<file path="src/npc_pkg.sv">
`default_nettype none

package npc_pkg;

	// Palette store depth; entry_index addresses at most 256 slots.
	localparam int PALETTE_DEPTH = 256;
	localparam int ADDR_W        = (PALETTE_DEPTH > 1) ? $clog2(PALETTE_DEPTH) : 1;
	localparam int SLOTS         = (PALETTE_DEPTH < 256) ? PALETTE_DEPTH : 256;

	localparam int COUNT_W = 9;
	localparam int IDX_W   = 8;
	localparam int COMP_W  = 8;
	localparam int COLOR_W = 3 * COMP_W;
	localparam int DIST_W  = 29;
	localparam int TERM_W  = 27;
	localparam int WEIGHT_W = 11;

	localparam logic FUNC_LOAD  = 1'b0;
	localparam logic FUNC_PIXEL = 1'b1;

	typedef struct packed {
		logic [COMP_W-1:0] r;
		logic [COMP_W-1:0] g;
		logic [COMP_W-1:0] b;
	} color_t;

	// Tag that travels with each palette read down the distance pipeline.
	typedef struct packed {
		logic             valid;
		logic             last;
		logic [IDX_W-1:0] idx;
	} tag_t;

	typedef enum logic [1:0] {
		ST_IDLE,
		ST_SCAN,
		ST_DRAIN,
		ST_DONE
	} state_t;

	function automatic logic [ADDR_W-1:0] slot_addr(input logic [IDX_W-1:0] slot);
		slot_addr = ADDR_W'(slot);
	endfunction

endpackage

`default_nettype wire

</file>
<file path="src/npc_distance.sv">
`default_nettype none

module npc_distance (
	input  wire logic                        clk,
	input  wire logic                        arst_n,
	input  wire npc_pkg::color_t             pixel,
	input  wire npc_pkg::color_t             entry_s1,
	input  wire npc_pkg::tag_t               tag_s1,
	output npc_pkg::color_t                  entry_s5,
	output npc_pkg::tag_t                    tag_s5,
	output logic [npc_pkg::DIST_W-1:0]       dist_s5
);

	npc_pkg::tag_t   tag_s2, tag_s3, tag_s4;
	npc_pkg::color_t entry_s2, entry_s3, entry_s4;

	logic [npc_pkg::COMP_W-1:0]   dr_s2, dg_s2, db_s2;
	logic [npc_pkg::COMP_W:0]     sum_s2;
	logic [2*npc_pkg::COMP_W-1:0] sqr_s3, sqg_s3, sqb_s3;
	logic [npc_pkg::WEIGHT_W-1:0] wr_s3, wb_s3;
	logic [npc_pkg::TERM_W-1:0]   tr_s4, tg_s4, tb_s4;

	function automatic logic [npc_pkg::COMP_W-1:0] absdiff(
		input logic [npc_pkg::COMP_W-1:0] a,
		input logic [npc_pkg::COMP_W-1:0] b
	);
		absdiff = (a > b) ? (a - b) : (b - a);
	endfunction

	// Advance the tags.
	always_ff @(posedge clk or negedge arst_n) begin
		if (!arst_n) begin
			tag_s2 <= '0;
			tag_s3 <= '0;
			tag_s4 <= '0;
			tag_s5 <= '0;
		end else begin
			tag_s2 <= tag_s1;
			tag_s3 <= tag_s2;
			tag_s4 <= tag_s3;
			tag_s5 <= tag_s4;
		end
	end

	always_ff @(posedge clk) begin
		entry_s2 <= entry_s1;
		entry_s3 <= entry_s2;
		entry_s4 <= entry_s3;
		entry_s5 <= entry_s4;

		dr_s2  <= absdiff(pixel.r, entry_s1.r);
		dg_s2  <= absdiff(pixel.g, entry_s1.g);
		db_s2  <= absdiff(pixel.b, entry_s1.b);
		sum_s2 <= {1'b0, pixel.r} + {1'b0, entry_s1.r};

		sqr_s3 <= (2*npc_pkg::COMP_W)'(dr_s2) * (2*npc_pkg::COMP_W)'(dr_s2);
		sqg_s3 <= (2*npc_pkg::COMP_W)'(dg_s2) * (2*npc_pkg::COMP_W)'(dg_s2);
		sqb_s3 <= (2*npc_pkg::COMP_W)'(db_s2) * (2*npc_pkg::COMP_W)'(db_s2);
		wr_s3  <= 11'd1024 + {2'b00, sum_s2};
		wb_s3  <= 11'd1536 - {2'b00, sum_s2};

		tr_s4 <= npc_pkg::TERM_W'(wr_s3) * npc_pkg::TERM_W'(sqr_s3);
		tg_s4 <= {sqg_s3, 11'b0};
		tb_s4 <= npc_pkg::TERM_W'(wb_s3) * npc_pkg::TERM_W'(sqb_s3);

		dist_s5 <= npc_pkg::DIST_W'(tr_s4) + npc_pkg::DIST_W'(tg_s4) +
		           npc_pkg::DIST_W'(tb_s4);
	end

endmodule

`default_nettype wire

</file>
<file path="config.mk">
export PLATFORM = sky130hd
export DESIGN_NAME = npc_distance
export DESIGN_NICKNAME = d
export VERILOG_FILES = /design/src/npc_pkg.sv /design/src/npc_distance.sv
export SDC_FILE = /design/constraint.sdc
export NUM_CORES = 1
export LEC_CHECK = 0
export BUFFER_PORTS_ARGS = -buffer_cell sky130_fd_sc_hd__buf_2
export CORE_MARGIN = 4
export CORE_UTILIZATION = 45
export DETAILED_ROUTE_END_ITERATION = 10
export GPL_ROUTABILITY_DRIVEN = 0
export PLACE_DENSITY = 0.73
export SLEW_MARGIN = 20
export SYNTH_ARGS = -nofsm -noshare
export SYNTH_HDL_FRONTEND = slang
export SYNTH_SLANG_ARGS = --single-unit
</file>
<file path="constraint.sdc">
create_clock -name clk -period 5.75 [get_ports clk]
set_clock_uncertainty 0.2 [all_clocks]
set_input_delay 0.575 -clock clk [delete_from_list [all_inputs] [get_ports clk]]
set_output_delay 0.575 -clock clk [all_outputs]
set_load 0.1 [all_outputs]
</file>
# ---- Yosys cells after proc, flatten, opt, wreduce, memory -nomap -nowiden
# Index checks and enable logic that the tools add are counted.
dict set report totals {
  reg_bits 338
  in_bits 60
  output_inout_bits 63
  wordCells 59
}
dict set report op_classes {
  n_addsub 11
  multipliers 5
  n_lt_le_gt_ge 3
  n_mux 3
}
# op n
set op_table {}
lappend op_table {{multiplier 11 x 16 -> 27 bit} 2}
lappend op_table {{multiplier 8 x 8 -> 16 bit} 3}
lappend op_table {{subtractor 8 bit} 6}
lappend op_table {{adder 28 x 27 -> 29 bit} 1}
lappend op_table {{adder 27 x 27 -> 28 bit} 1}
lappend op_table {{> comparator 8 bit} 3}
lappend op_table {{two-way mux 8 bit} 3}
lappend op_table {{adder 11 x 9 -> 11 bit, first input constant} 1}
lappend op_table {{subtractor 10 x 10 -> 11 bit, first input constant} 1}
lappend op_table {{adder 8 x 8 -> 9 bit} 1}

# ---- Longest topological paths before layout
# Gate-level depths: netlist of run 1.
dict set report depth {
  word_depth 2
  depth_mapped 22
  mapped_depth_nobuf 20
}

# ---- Worst setup path before layout of run 1
# OpenSTA, ideal clock, no wires.
dict set report synth_timing {
  path_kind {register -> register}
  start {register wb_s3[2] in the netlist's numbering}
  end {register tb_s4[25] in the netlist's numbering}
  setup_ns 0.136
  arrival_ns 5.276
  t_required_ns 5.414
  path_slack_ns 0.138
  stages_incl_launch_ff 19
  n_path_buf 1
  synth_period_minus_slack_ns 5.612
  path_cell_list {dfxtp_1 > clkbuf_1 > nand2_1 > fa_1 > fa_1 > inv_1 > fa_1 > fa_1 > inv_1 > fa_1 > inv_1 > ha_1 > and2_1 > a221o_1 > o41ai_4 > o21ai_2 > a2111oi_4 > o41ai_1 > xor2_1}
}
dict set report synth_between {
  elab_chain_cells 1
}
# item line_no
set synth_lines {}
lappend synth_lines {{start, declared} npc_distance.sv:20} ;# logic [npc_pkg::WEIGHT_W-1:0] wr_s3, wb_s3;
lappend synth_lines {{start signal, assigned} npc_distance.sv:60} ;# wb_s3 <= 11'd1536 - {2'b00, sum_s2};
lappend synth_lines {{multiplier 11 x 16 -> 27 bit} npc_distance.sv:64} ;# tb_s4 <= npc_pkg::TERM_W'(wb_s3) * npc_pkg::TERM_W'(sqb_s3);
lappend synth_lines {{end signal, assigned} npc_distance.sv:64}
lappend synth_lines {{end, declared} npc_distance.sv:21} ;# logic [npc_pkg::TERM_W-1:0] tr_s4, tg_s4, tb_s4;
# Every way passes these cells.

# ---- Worst setup path after layout of run 1
dict set report layout_timing {
  start {register sqb_s3[5] in the netlist's numbering}
  end {register tb_s4[25] in the netlist's numbering}
}
dict set report layout_between {
  elab_chain_cells 1
}
# item line_no
set layout_lines {}
lappend layout_lines {{start, declared} npc_distance.sv:19} ;# logic [2*npc_pkg::COMP_W-1:0] sqr_s3, sqg_s3, sqb_s3;
lappend layout_lines {{start signal, assigned} npc_distance.sv:58} ;# sqb_s3 <= (2*npc_pkg::COMP_W)'(db_s2) * (2*npc_pkg::COMP_W)'(db_s2);
lappend layout_lines {{multiplier 11 x 16 -> 27 bit} npc_distance.sv:64}
# Every way passes these cells.

==> flow_summary.json, run 1 <==
{
  "outcome": "completed",
  "syn_inst": 2617,
  "drc": 0,
  "tightest_slew_ns": 0.865,
  "synthTopCellsByCount": "inv_1 (464), fa_1 (323), ha_1 (322)",
  "min_period_over_period_pct": 96.2,
  "ant_nets": 0,
  "grt_start_max_net_pins": 41,
  "antenna_found_initial": 2,
  "drt_wl_total_um": 50100,
  "clkSinkCount": 328,
  "nFillCells": 5086,
  "hp-class": "reg -> reg",
  "synth-async-reset-ratio_pct": 12.2,
  "rrSetupSlack_ns": 0.22,
  "dp_hpwl_um": 41200,
  "die_h_um": 249,
  "ys_seq_area_share_pct": 26.0,
  "yosysTopAreaCell": "fa_1",
  "cp.arrival_ns": 5.76,
  "syn_area_per_cell_sq_um": 9.95,
  "maxSlewHeadroom_pct": 42.0,
  "grt_use_total_pct": 16.9,
  "rows": 87,
  "tns_ns": 0,
  "hold_depth": 0,
  "antennaDiodeCount": 0,
  "place_ws_ns": 0.0613,
  "cp-end-kind": "flip-flop",
  "htreeDepth": 2,
  "vias_per_cell": 4.84,
  "fmaxAchievable_ghz": 0.181,
  "gr-total-overflow": 0,
  "core_region_area_sq_um": 56800,
  "vias": 17400,
  "syn_area_sq_um": 26000,
  "clock_latency_ns": 0.57,
  "maxSlewViolCount": 0,
  "ys_ff_latch": 328,
  "cts_tree": "built",
  "start_util_pct": 45.8,
  "synthTopCellsByArea": "fa_1 (25%), dfxtp_1 (22%), ha_1 (15%), inv_1 (6.7%), and2_1 (4.7%)",
  "ys.flop_type": "dfxtp_1",
  "clkTransAtPathRegs_ns": 0.07,
  "die_area_sq_um": 61800,
  "io_pins": 123,
  "portBuffers": 122,
  "dr.pass1.iters": 5,
  "ff2ff_path_depth": 19,
  "worstSetupStartpointType": "flip-flop",
  "numCtsBuffers": 39,
  "path_max_fanout": 8,
  "hold_violations": 0,
  "hold_path_startpoint": "sqg_s3[13]",
  "worst_slack_ns": 0.216,
  "yosysWarnings": 0,
  "grt_pass1_wl_um": 88300,
  "crit_type": "reg -> reg",
  "rr_startpoint": "sqb_s3[5]",
  "r2r-end": "tb_s4[25]",
  "area_growth_pct": 13.3,
  "synth_top_area_share_pct": 24.8,
  "whs_endpoint": "tg_s4[24]",
  "drive_above_1_share_pct": 9.37,
  "synth.most_common_cell": "inv_1",
  "first_global_vias": 18600,
  "cts_max_path_buffers": 3,
  "clockRootBuffer": "clkbuf_16",
  "synth_cell_types": 61,
  "worstPathRequired_ns": 5.98,
  "setup_violations": 0,
  "drtIter0Drc": 818,
  "wl_per_cell_um": 13.9,
  "maxCapViolations": 0,
  "min_period_ns": 5.53,
  "synth_edf_count": 0,
  "die_width_um": 249,
  "fin_nets": 3513
}
[area by class of cell]
cell class,count,area (sq um),area share (%)
clock inverters,26,367,1.24
clock buffers,45,1060,3.59
repair buffers,192,1220,4.15
flip-flops and latches,328,6790,23.0
inverters,465,1750,5.92
well taps,756,946,3.21
multi-input cells,1782,17400,58.9
[cells in the final DEF (no fill, tap or decap), types with 6 or more instances in the layout]
master         count
nand2b_1          20
buf_2            122
nor2_1            67
a21o_1            57
xor2_1            40
inv_1            464
conb_1            11
and3_1             9
clkbuf_16         39
nand4_1            6
dfxtp_2           17
ha_1             321
and2_1           194
dfrtp_1           40
a41oi_1            6
buf_4             35
o21bai_1          11
o21ai_0           55
o21a_1            21
clkbuf_8           6
nand3_1           25
a21oi_1          104
nand2_1          229
dlygate4sd3_1     35
fa_1             323
or3_1              9
dfxtp_1          271
nor3_1            17
xnor2_1          106
mux2i_1           21
nor2b_1           36
a31oi_1           11
o211ai_1           9
[worst max-delay path, stage by stage (launching register included)]
cell       delay, ns
dfxtp_2         0.36
and2_1          0.19
fa_1            0.53
inv_1           0.05
fa_1            0.53
inv_1           0.05
fa_1            0.45
fa_1            0.49
inv_1           0.05
fa_1            0.48
inv_1           0.04
ha_1            0.28
and2_1          0.19
o211a_1         0.13
a41o_1          0.24
o41ai_4         0.38
o21ai_2         0.13
a2111oi_4       0.34
o41ai_1         0.14
xor2_1          0.15
[worst max path at each step]
stage,start,to,slack [ns]
after global routing,wb_s3[5],tb_s4[26],-0.0009
after floorplan,wb_s3[2],tb_s4[25],0.14
after detailed placement,sqb_s3[5],tb_s4[25],0.06
after CTS,sqb_s3[5],tb_s4[25],0.04
after global placement,sqb_s3[5],tb_s4[25],0.12
final,sqb_s3[5],tb_s4[25],0.22
[cells by family after synthesis]
logic type	count (synthesis)	share of synthesized area, %
adders and majority gates	645	40.3
and+or+nand+nor	627	12.1
buffers and inverters	517	7.46
AOI/OAI and AO/OA	328	8.24
DFF	328	26.0
xor gates and xnor gates	146	4.91
muxes	25	0.980
other	1	0.0144
[per-stage QoR]
step                      hold WS (ns)  area, sq um  instances  utilization (%)
after floorplan                 0.0794        26100       2627                -
after global placement           0.110        27700       3488             48.7
after detailed placement         0.112        27700       3488             48.7
after CTS                        0.100        29500       3594             51.9
after global routing            0.0991        29500       3594             51.9
final                            0.104        29500       3594             51.9
[per-layer routing]
| metal | up-vias | track usage, % | routed length [um] |
|---|---|---|---|
| met5 | - | 0 | 7 |
| met4 | 2 | 4.10 | 1090 |
| met3 | 80 | 2.53 | 1960 |
| met2 | 283 | 29.4 | 24100 |
| met1 | 8403 | 22.2 | 23000 |
| li1 | 8637 | - | - |
[flip-flops by register name, indices dropped and copies added (netlist names), 8 cells and up]
name      flops
sqg_s3       15
wr_s3         8
db_s2         8
tag_s4       10
tr_s4        27
entry_s4     24
tag_s3       10
sum_s2        9
sqb_s3       15
dg_s2         8
entry_s2     24
wb_s3         9
tg_s4        15
tag_s2       10
entry_s5     24
tb_s4        27
sqr_s3       15
tag_s5       10
entry_s3     24
dist_s5      29
[timing repair]
action                                 in CTS  in global routing
endpoints found under the hold margin      74                  0
resized for setup                           0                 20
hold buffers                               35                  0
setup buffers                               0                  0
setup endpoints to repair                   0                  9
Power of run 1 is left out: the tool's default activity adds up to more than one toggle a clock period on the data nets, which glitch-free logic cannot reach.
==> run 2, diff against run 1 <==
CORE_MARGIN = 2   (was 4)
CORE_UTILIZATION = 27   (was 45)
PLACE_DENSITY = 0.52   (was 0.73)
REMOVE_ABC_BUFFERS = 1   (was not set)
==> flow_summary.json, run 2 (same netlist as run 1, synthesis figures left out) <==
{
  "outcome": "completed",
  "die_width_um": 315,
  "slowest_delay_ns": 0.55,
  "dr.pass1.iters": 5,
  "drive_above_1_share_pct": 9.24,
  "drtIter0Drc": 569,
  "core_region_area_sq_um": 95300,
  "crit_type": "reg -> reg",
  "start_util_pct": 27.3,
  "hold_violations": 0,
  "ant_nets": 0,
  "worstPathRequired_ns": 5.98,
  "drt_wl_total_um": 54700,
  "multi_input_area_sq_um": 17400,
  "portBuffers": 122,
  "largest_reg_flops": 29,
  "cp_common_cell": "fa_1",
  "maxCapViolations": 0,
  "rows": 113,
  "largest-register": "dist_s5",
  "vias": 17300,
  "antenna_found_initial": 0,
  "drc": 0,
  "cts_max_path_buffers": 3,
  "final_core_utilization_pct": 31.6,
  "die_h_um": 315,
  "cp-end-kind": "flip-flop",
  "area_growth_pct": 15.8,
  "reg.largest.list": "dist_s5 (29), tb_s4 (27), tr_s4 (27)",
  "maxSlewHeadroom_pct": 43.4,
  "layout_commonest_cell": "inv_1",
  "clkTransAtPathRegs_ns": 0.06,
  "clock_latency_ns": 0.59,
  "wl_per_cell_um": 13.3,
  "path_cells": "and2_1, fa_1, inv_1, fa_1, inv_1, fa_1, fa_1, inv_1, fa_1, inv_1, ha_1, and2_1, o211a_1, a41o_1, o41ai_4, o21ai_2, a2111oi_4, o41ai_2, xor2_1",
  "min_period_over_period_pct": 96.1,
  "min_period_ns": 5.53,
  "grt_start_max_net_pins": 41,
  "hp-class": "reg -> reg",
  "fmaxAchievable_ghz": 0.181,
  "numCtsBuffers": 39,
  "setup_violations": 0,
  "io_pins": 123,
  "clkSinkCount": 328,
  "worstSetupStartpointType": "flip-flop",
  "fin_nets": 3522,
  "cp_slowest_cell": "fa_1",
  "crit_family": "adder cells",
  "seqCellArea_sq_um": 6780,
  "path_max_fanout": 8,
  "cts_setup_buffers": 0,
  "clockRootBuffer": "clkbuf_16",
  "grt_use_total_pct": 11.4,
  "tightest_slew_ns": 0.844,
  "cp.arrival_ns": 5.76,
  "gr-total-overflow": 0,
  "critPathBufInv": 4,
  "vias_per_cell": 4.21,
  "die_area_sq_um": 98900,
  "nFillCells": 9950,
  "maxSlewViolCount": 0,
  "htreeDepth": 2,
  "grt_pass1_wl_um": 91700,
  "layout_common_cells": "inv_1 (464), fa_1 (323), ha_1 (322)",
  "cts_tree": "built",
  "first_global_vias": 18100,
  "dp_hpwl_um": 45200
}
==> run 2: changes by cell type in the layout (fill, tap and decap cells not counted), sizes merged <==
| cell | before | now |
|---|---|---|
| diode | 0 | 1 |
| inv | 472 | 467 |
| clkbuf | 45 | 51 |
| clkinv | 9 | 8 |
| clkinvlp | 5 | 3 |
| buf | 157 | 166 |
==> run 2: final timing paths <==
path	startpoint	endpoint	slack, ns	cells past startpoint
setup / recovery	sqb_s3[5]	tb_s4[25]	0.22	19
hold / removal	entry_s4[18]	entry_s5[18]	0.1	0
setup reg to reg	sqb_s3[5]	tb_s4[25]	0.22	19
hold reg to reg	entry_s4[18]	entry_s5[18]	0.1	0
max in group asynchronous	arst_n	tag_s5[1]	4.37	2
min in group asynchronous	arst_n	tag_s4[7]	0.46	2
==> run 2: timing repair <==
item                                    CTS  global route
endpoints found under the setup margin    0             9
hold buffers                             35             0
hold endpoints to repair                 74             0
gates resized for setup                   0            18
==> run 2: area by class of cell <==
| type | instances | area share, % |
|---|---|---|
| timing repair buffer | 201 | 4.28 |
| tap | 1265 | 5.25 |
| multi-input combinational | 1782 | 57.7 |
| inverter | 465 | 5.79 |
| sequential | 328 | 22.5 |
| antenna | 1 | 0.00830 |
| clock buffer | 51 | 3.69 |
| clock inverter | 18 | 0.797 |
==> run 2: per-layer routing <==
layer / up-vias / track usage (%) / part of all wire, %
met5: - / 0 / 0
met4: 0 / 2.88 / 1.8
met3: 58 / 1.94 / 3.8
met2: 228 / 18.5 / 45
met1: 8393 / 15.7 / 49
li1: 8634 / - / -
==> run 2: worst reg2reg max path: cells and delay by family (launching register included) <==
family	cells	cell delay, ns
fa+ha+maj	6	2.79
compound gates	6	1.34
simple gates	2	0.38
flops	1	0.36
buf+inv	4	0.20
xor+xnor	1	0.15
==> run 2: metrics by stage <==
step | instances | TNS [ns] | worst slack (ns) | hold slack, ns | instance area, sq um
finish | 4111 | 0 | 0.223 | 0.0999 | 30100
global route | 4110 | -0.000608 | -0.000608 | 0.109 | 30100
CTS | 4110 | 0 | 0.0976 | 0.110 | 30100
detailed placement | 4006 | 0 | 0.116 | 0.112 | 28400
global placement | 4006 | 0 | 0.157 | 0.110 | 28400
floorplan | 2575 | 0 | 0.263 | 0.0794 | 25900
Power of run 2 is left out for the same reason.
==> run 3, diff against run 2 <==
CORE_ASPECT_RATIO = 1.2   (was not set)
==> flow_summary.json, run 3 (same netlist as run 1, synthesis figures left out) <==
{
  "crit_type": "reg -> reg",
  "rr_startpoint": "sqb_s3[6]",
  "min_period_ns": 5.48,
  "cts_max_path_buffers": 3,
  "clkSinkCount": 328,
  "clkTransAtPathRegs_ns": 0.06,
  "portBuffers": 122,
  "min_period_over_period_pct": 95.3,
  "met1_usage_pct": 14.2,
  "numCtsBuffers": 39,
  "dr.pass1.iters": 5,
  "drtIter0Drc": 577,
  "htreeDepth": 2,
  "ff2ff_path_depth": 18,
  "cp.arrival_ns": 5.69,
  "start_util_pct": 27.3,
  "grt_start_max_net_pins": 41,
  "fin_nets": 3518,
  "nFillCells": 9896,
  "area_growth_pct": 15.7,
  "hp-class": "reg -> reg",
  "wl_per_cell_um": 13.4,
  "core_region_area_sq_um": 95400,
  "fmaxAchievable_ghz": 0.182,
  "drive_above_1_share_pct": 9.32,
  "drt_wl_total_um": 55100,
  "maxCapViolations": 0,
  "maxSlewHeadroom_pct": 41.8,
  "worstSetupStartpointType": "flip-flop",
  "layout_common_cells": "inv_1 (464), fa_1 (323), ha_1 (322)",
  "clock_latency_ns": 0.56,
  "cts_tree": "built",
  "top_usage_layer": "met2",
  "outcome": "completed",
  "vias_per_cell": 4.21,
  "die_width_um": 287,
  "setup_violations": 0,
  "clockRootBuffer": "clkbuf_16",
  "largest_reg_flops": 29,
  "tightest_slew_ns": 0.867,
  "crit_start": "sqb_s3[6]",
  "grt_pass1_wl_um": 92300,
  "hold_depth": 0,
  "die_h_um": 344,
  "io_pins": 123,
  "maxSlewViolCount": 0,
  "hold_violations": 0,
  "drc": 0,
  "antenna_found_initial": 3,
  "use_met3_pct": 1.69,
  "worstPathRequired_ns": 5.96,
  "rows": 124,
  "reg.largest.list": "dist_s5 (29), tb_s4 (27), tr_s4 (27)",
  "rsz0062_at_grt": "false",
  "cp-end-kind": "flip-flop",
  "ant_nets": 0,
  "dp.cells": 3997,
  "tns_ns": 0,
  "whs_endpoint": "tg_s4[17]",
  "path_max_fanout": 7,
  "gr-total-overflow": 0,
  "hold_path_startpoint": "sqg_s3[6]",
  "final_cells": 4105,
  "first_global_vias": 18600,
  "largest-register": "dist_s5",
  "vias": 17300,
  "dp_hpwl_um": 45800,
  "rrSetupSlack_ns": 0.27,
  "r2r-end": "tb_s4[25]",
  "layout_commonest_cell": "inv_1",
  "met2_usage_pct": 20.4,
  "die_area_sq_um": 98900,
  "grt_use_total_pct": 11.5
}
## run 3: final cells by class
class	count	area, sq um	share of cell area [%]
multi-input cells	1782	17400	57.7
flip-flops and latches	328	6780	22.5
inverters	465	1750	5.79
well taps	1260	1580	5.23
repair buffers	197	1260	4.20
clock buffers	51	1100	3.66
clock inverters	21	267	0.885
diodes	1	2.50	0.00831
## run 3: critical path, stage by stage, from the launching register on
cell and delay [ns]:
dfxtp_1 0.47, nand2_1 0.12, fa_1 0.54, inv_1 0.05, fa_1 0.56, fa_1 0.44, fa_1 0.49, inv_1 0.05
fa_1 0.49, inv_1 0.04, ha_1 0.28, and2_1 0.17, o211a_1 0.13, a41o_1 0.25, o41ai_4 0.34, o21ai_2 0.12
a2111oi_4 0.32, o41ai_1 0.13, xor2_1 0.14
## run 3: worst max path at each step
stage | end | slack [ns] | depth (start not counted)
floorplan | tb_s4[25] | 0.26 | 17
global placement | tb_s4[25] | 0.18 | 17
detailed placement | tr_s4[24] | 0.13 | 18
CTS | tr_s4[24] | 0.09 | 18
global route | tr_s4[24] | 0.01 | 17
finish | tb_s4[25] | 0.27 | 18
## run 3: layer usage
metal | up-vias | wire length (um)
met4 | 2 | 1610
li1 | 8635 | -
met1 | 8356 | 24900
met2 | 222 | 26700
met3 | 73 | 1870
met5 | - | 11
## run 3: per-stage QoR
stage / hold WS (ns) / worst slack, ns / utilization [%] / instance area [sq um]
2_1_floorplan: 0.0794 / 0.263 / - / 25900
3_3_place_gp: 0.110 / 0.182 / 29.7 / 28400
3_5_place_dp: 0.112 / 0.128 / 29.7 / 28400
4_1_cts: 0.0886 / 0.0903 / 31.5 / 30100
5_1_grt: 0.0991 / 0.0134 / 31.6 / 30100
6_report: 0.102 / 0.270 / 31.6 / 30100
## run 3: repair_timing
action / 4_1_cts / 5_1_grt
hold buffers: 35 / 0
setup endpoints to repair: 0 / 10
resized for setup: 0 / 19
hold endpoints to repair: 74 / 0
buffers inserted: 0 / 0
Power of run 3 is left out for the same reason.
